## src/hw/rtl/kett_ram.sv

```systemverilog
`timescale 1ns / 1ps
// ---------------------------------------------------------------------------
// kett_ram
// Generic simple dual-port RAM with one write port and a registered read.
// ---------------------------------------------------------------------------
module kett_ram #(
    parameter int WIDTH = 8,
    parameter int DEPTH = 16
) (
    input  logic                     i_clk,
    input  logic                     i_wr_en,
    input  logic [$clog2(DEPTH)-1:0] i_wr_addr,
    input  logic [WIDTH-1:0]         i_wr_data,
    input  logic                     i_rd_en,
    input  logic [$clog2(DEPTH)-1:0] i_rd_addr,
    output logic [WIDTH-1:0]         o_rd_data
);

    logic [WIDTH-1:0] r_mem [DEPTH];

    // Write port and registered read port.
    always_ff @(posedge i_clk) begin
        if (i_wr_en) begin
            r_mem[i_wr_addr] <= i_wr_data;
        end
        if (i_rd_en) begin
            o_rd_data <= r_mem[i_rd_addr];
        end
    end

endmodule

```

## config.mk

```make
export PLATFORM = sky130hd
export DESIGN_NAME = kett_ram
export DESIGN_NICKNAME = d
export VERILOG_FILES = /design/src/hw/rtl/kett_ram.sv
export SDC_FILE = /design/constraint.sdc
export NUM_CORES = 1
export LEC_CHECK = 0
export BUFFER_PORTS_ARGS = -buffer_cell sky130_fd_sc_hd__clkbuf_2
export CAP_MARGIN = 5
export CORE_AREA = 2 2 103 180
export CTS_CLUSTER_SIZE = 10
export DETAILED_ROUTE_END_ITERATION = 7
export DIE_AREA = 0 0 105 182
export SYNTH_ARGS = -nofsm -noshare
export SYNTH_HDL_FRONTEND = slang
export SYNTH_SLANG_ARGS = --single-unit
```

## constraint.sdc

```tcl
create_clock -name i_clk -period 3.28 [get_ports i_clk]
set_input_delay 0.328 -clock i_clk [delete_from_list [all_inputs] [get_ports i_clk]]
set_output_delay 0.328 -clock i_clk [all_outputs]
set_load 0.01 [all_outputs]
```

==> results.toml <==
[logic_synthesis]
synth_most_common_cell = "edfxtp_1"
syn_avg_cell_area_um2 = 22.83
synthArstFlopShare_pct = 0
yosysSeqAreaShare_pct = 78.12
syn_area_um2 = 5228
yosysTopAreaCellShare_pct = 78.12
synth_edf_count = 136
synthesis.instances = 229
netlist_top_cells_count = "edfxtp_1 (136), mux4_2 (18), a22oi_1 (16)"
ys_warn_count = 0
synth_ff_type = "edfxtp_1"
ys_ff_latch = 136
synth_cell_types = 18
syn_nets = 248
yosys.area.top_type = "edfxtp_1"
synth_area_leaders = "edfxtp_1 (78%), mux4_2 (7.8%), mux4_1 (7.0%)"

[finish]
insertedDiodeCount = 0
num-fill-cells = 1708
nets = 288
regArea_um2 = 4084
area_delta_synth_final_pct = 18.14
drive_above_1_share_pct = 29.08
postLayoutCellArea_um2 = 6176
multiInputGateArea_um2 = 1062

[clock_tree]
clk_pin_slew_ns = 0.06
cts_tree = "yes"
holdBufCountCts = 0
clkSinkCount = 136
ctsResizeCount = 0
cts_made_buffers = 17
post_cts.repair.setup_buffers = 0
clock_path_buffers = 2
clk_root_buffer_cell = "clkbuf_16"
htreeDepth = 4
clk_latency_ns = 0.41

[setup_path]
cp_slowest_stage_delay_ns = 0.62
crit_path_start_kind = "primary input"
worst_path_max_delay_cell = "mux4_1"
crit_buf_inv = 2
critPathMaxFanout = 15
crit_chain = "clkbuf_2 -> buf_12 -> mux4_1 -> a22oi_1 -> nand2_1"
cp_top_family = "buffers and inverters"
crit_type = "in -> reg"
endpoint_kind = "flop"
arrival_ns = 2.02
worst_ep_required_time_ns = 3.44

[route]
drt_pass1_iterations = 4
wirelength_um = 10410
routed-via-count = 2418
viasPerCell = 4.686
drt_iter0_drc = 215
ant_nets = 0
drc = 0
wl_per_cell_um = 20.18

[placed_design]
dpl.hpwl_um = 7083
portBuffers = 26
postPlaceCellArea_um2 = 5619
place.gp.congestion = 0.7472

[timing]
fin_crit_sh_pct = 56.59
finalHoldViolCount = 0
grt_setup_unrepaired = "no"
timing.fmax_mhz = 538.8
maxSlewViolCount = 0
relSlewSlack_pct = 32.45
finalCriticalPeriod_ns = 1.856
setup_viol = 0
worst_pin_slew_ns = 1.009
finClkSkew_ns = 0.004472
timing.hold.ws_ns = 0.3093
setup_tns_ns = 0

[die]
rows = 65
core_um2 = 17730
die_h_um = 182
pin_count = 27
chipWidth_um = 105
start_util_pct = 29.48
dieArea_um2 = 19110

[global_routing]
antenna_found_initial = 0
grt_pass1_wl_um = 15890
grt-ovfl-total = 0
gr-usage-all-layers_pct = 11.52
grt_pass1_vias = 2654
grt_max_degree = 33

[power]
power_mw = 3.898
leakage_nw = 2.008
powerDensity_nw_per_um2 = 631.1
vdd_drop_max_mv = 0.3267

[min_path]
hold_path.class = "in -> reg"

[run_status]
status = "complete, no violations"

[job]
cap_violations = 0
[cell families after synthesis]
logic type | after synthesis | share of synthesized area [%]
AND/OR/NAND/NOR | 35 | 3.136
multiplexers | 32 | 14.79
flip-flops | 136 | 78.12
AO/OA/AOI/OAI | 16 | 2.298
buffers and inverters | 10 | 1.651
[per-layer routing]
layer  vias to the layer above  global-route usage, %  part of all wire [%]
met2                        61                  21.56                    57
li1                       1059                      -                     -
met4                         0                  4.853                   1.9
met1                      1286                  12.06                    37
met5                         -                      0                     0
met3                        12                  2.872                   3.7
[sequential cells by signal, indices dropped and copies added (netlist names)]
| signal | flops |
|---|---|
| o_rd_data | 8 |
| r_mem | 128 |
[layout make-up]
class	instances	share of cell area [%]
well taps	234	4.741
flip-flops and latches	136	66.13
repair buffers	31	2.917
clock inverters	15	2.127
multi-input cells	83	17.20
clock buffers	17	6.888
[where the power goes]
| group | switching (mW) | leakage [nW] | internal, mW |
|---|---|---|---|
| logic | 0.103 | 0.509 | 0.0711 |
| registers | 0.0102 | 1.24 | 1.96 |
| clock network | 0.714 | 0.263 | 1.04 |
[layout by cell type, fill, tap and decap left out, drive strengths merged, types with 2 or more instances in the layout]
cell type | netlist | routed
a22oi | 16 | 16
buf | 7 | 5
clkbuf | 0 | 43
clkinv | 0 | 9
clkinvlp | 0 | 4
edfxtp | 136 | 136
mux4 | 32 | 32
nand2 | 9 | 9
nand2b | 2 | 2
nand3b | 2 | 2
nor2 | 13 | 13
nor3 | 4 | 4
[worst paths after layout]
check / start / end / slack (ns) / depth (start not counted)
setup reg to reg: r_mem[1][3]$_DFFE_PP_ / o_rd_data[3]$_DFFE_PP_ / 1.73 / 3
hold reg to reg: r_mem[14][4]$_DFFE_PP_ / o_rd_data[4]$_DFFE_PP_ / 0.75 / 3
hold / removal: i_rd_en / o_rd_data[1]$_DFFE_PP_ / 0.31 / 1
setup / recovery: i_rd_addr[0] / o_rd_data[3]$_DFFE_PP_ / 1.42 / 5
[metrics by stage]
step                setup WS (ns)  util (%)  cells
floorplan                   1.459         -    229
global placement            1.014     31.67    484
detailed placement          1.003     31.69    484
CTS                         1.403     34.83    516
global route                1.301     34.83    516
finish                      1.424     34.83    516
Power figures use the tool's default switching activity.
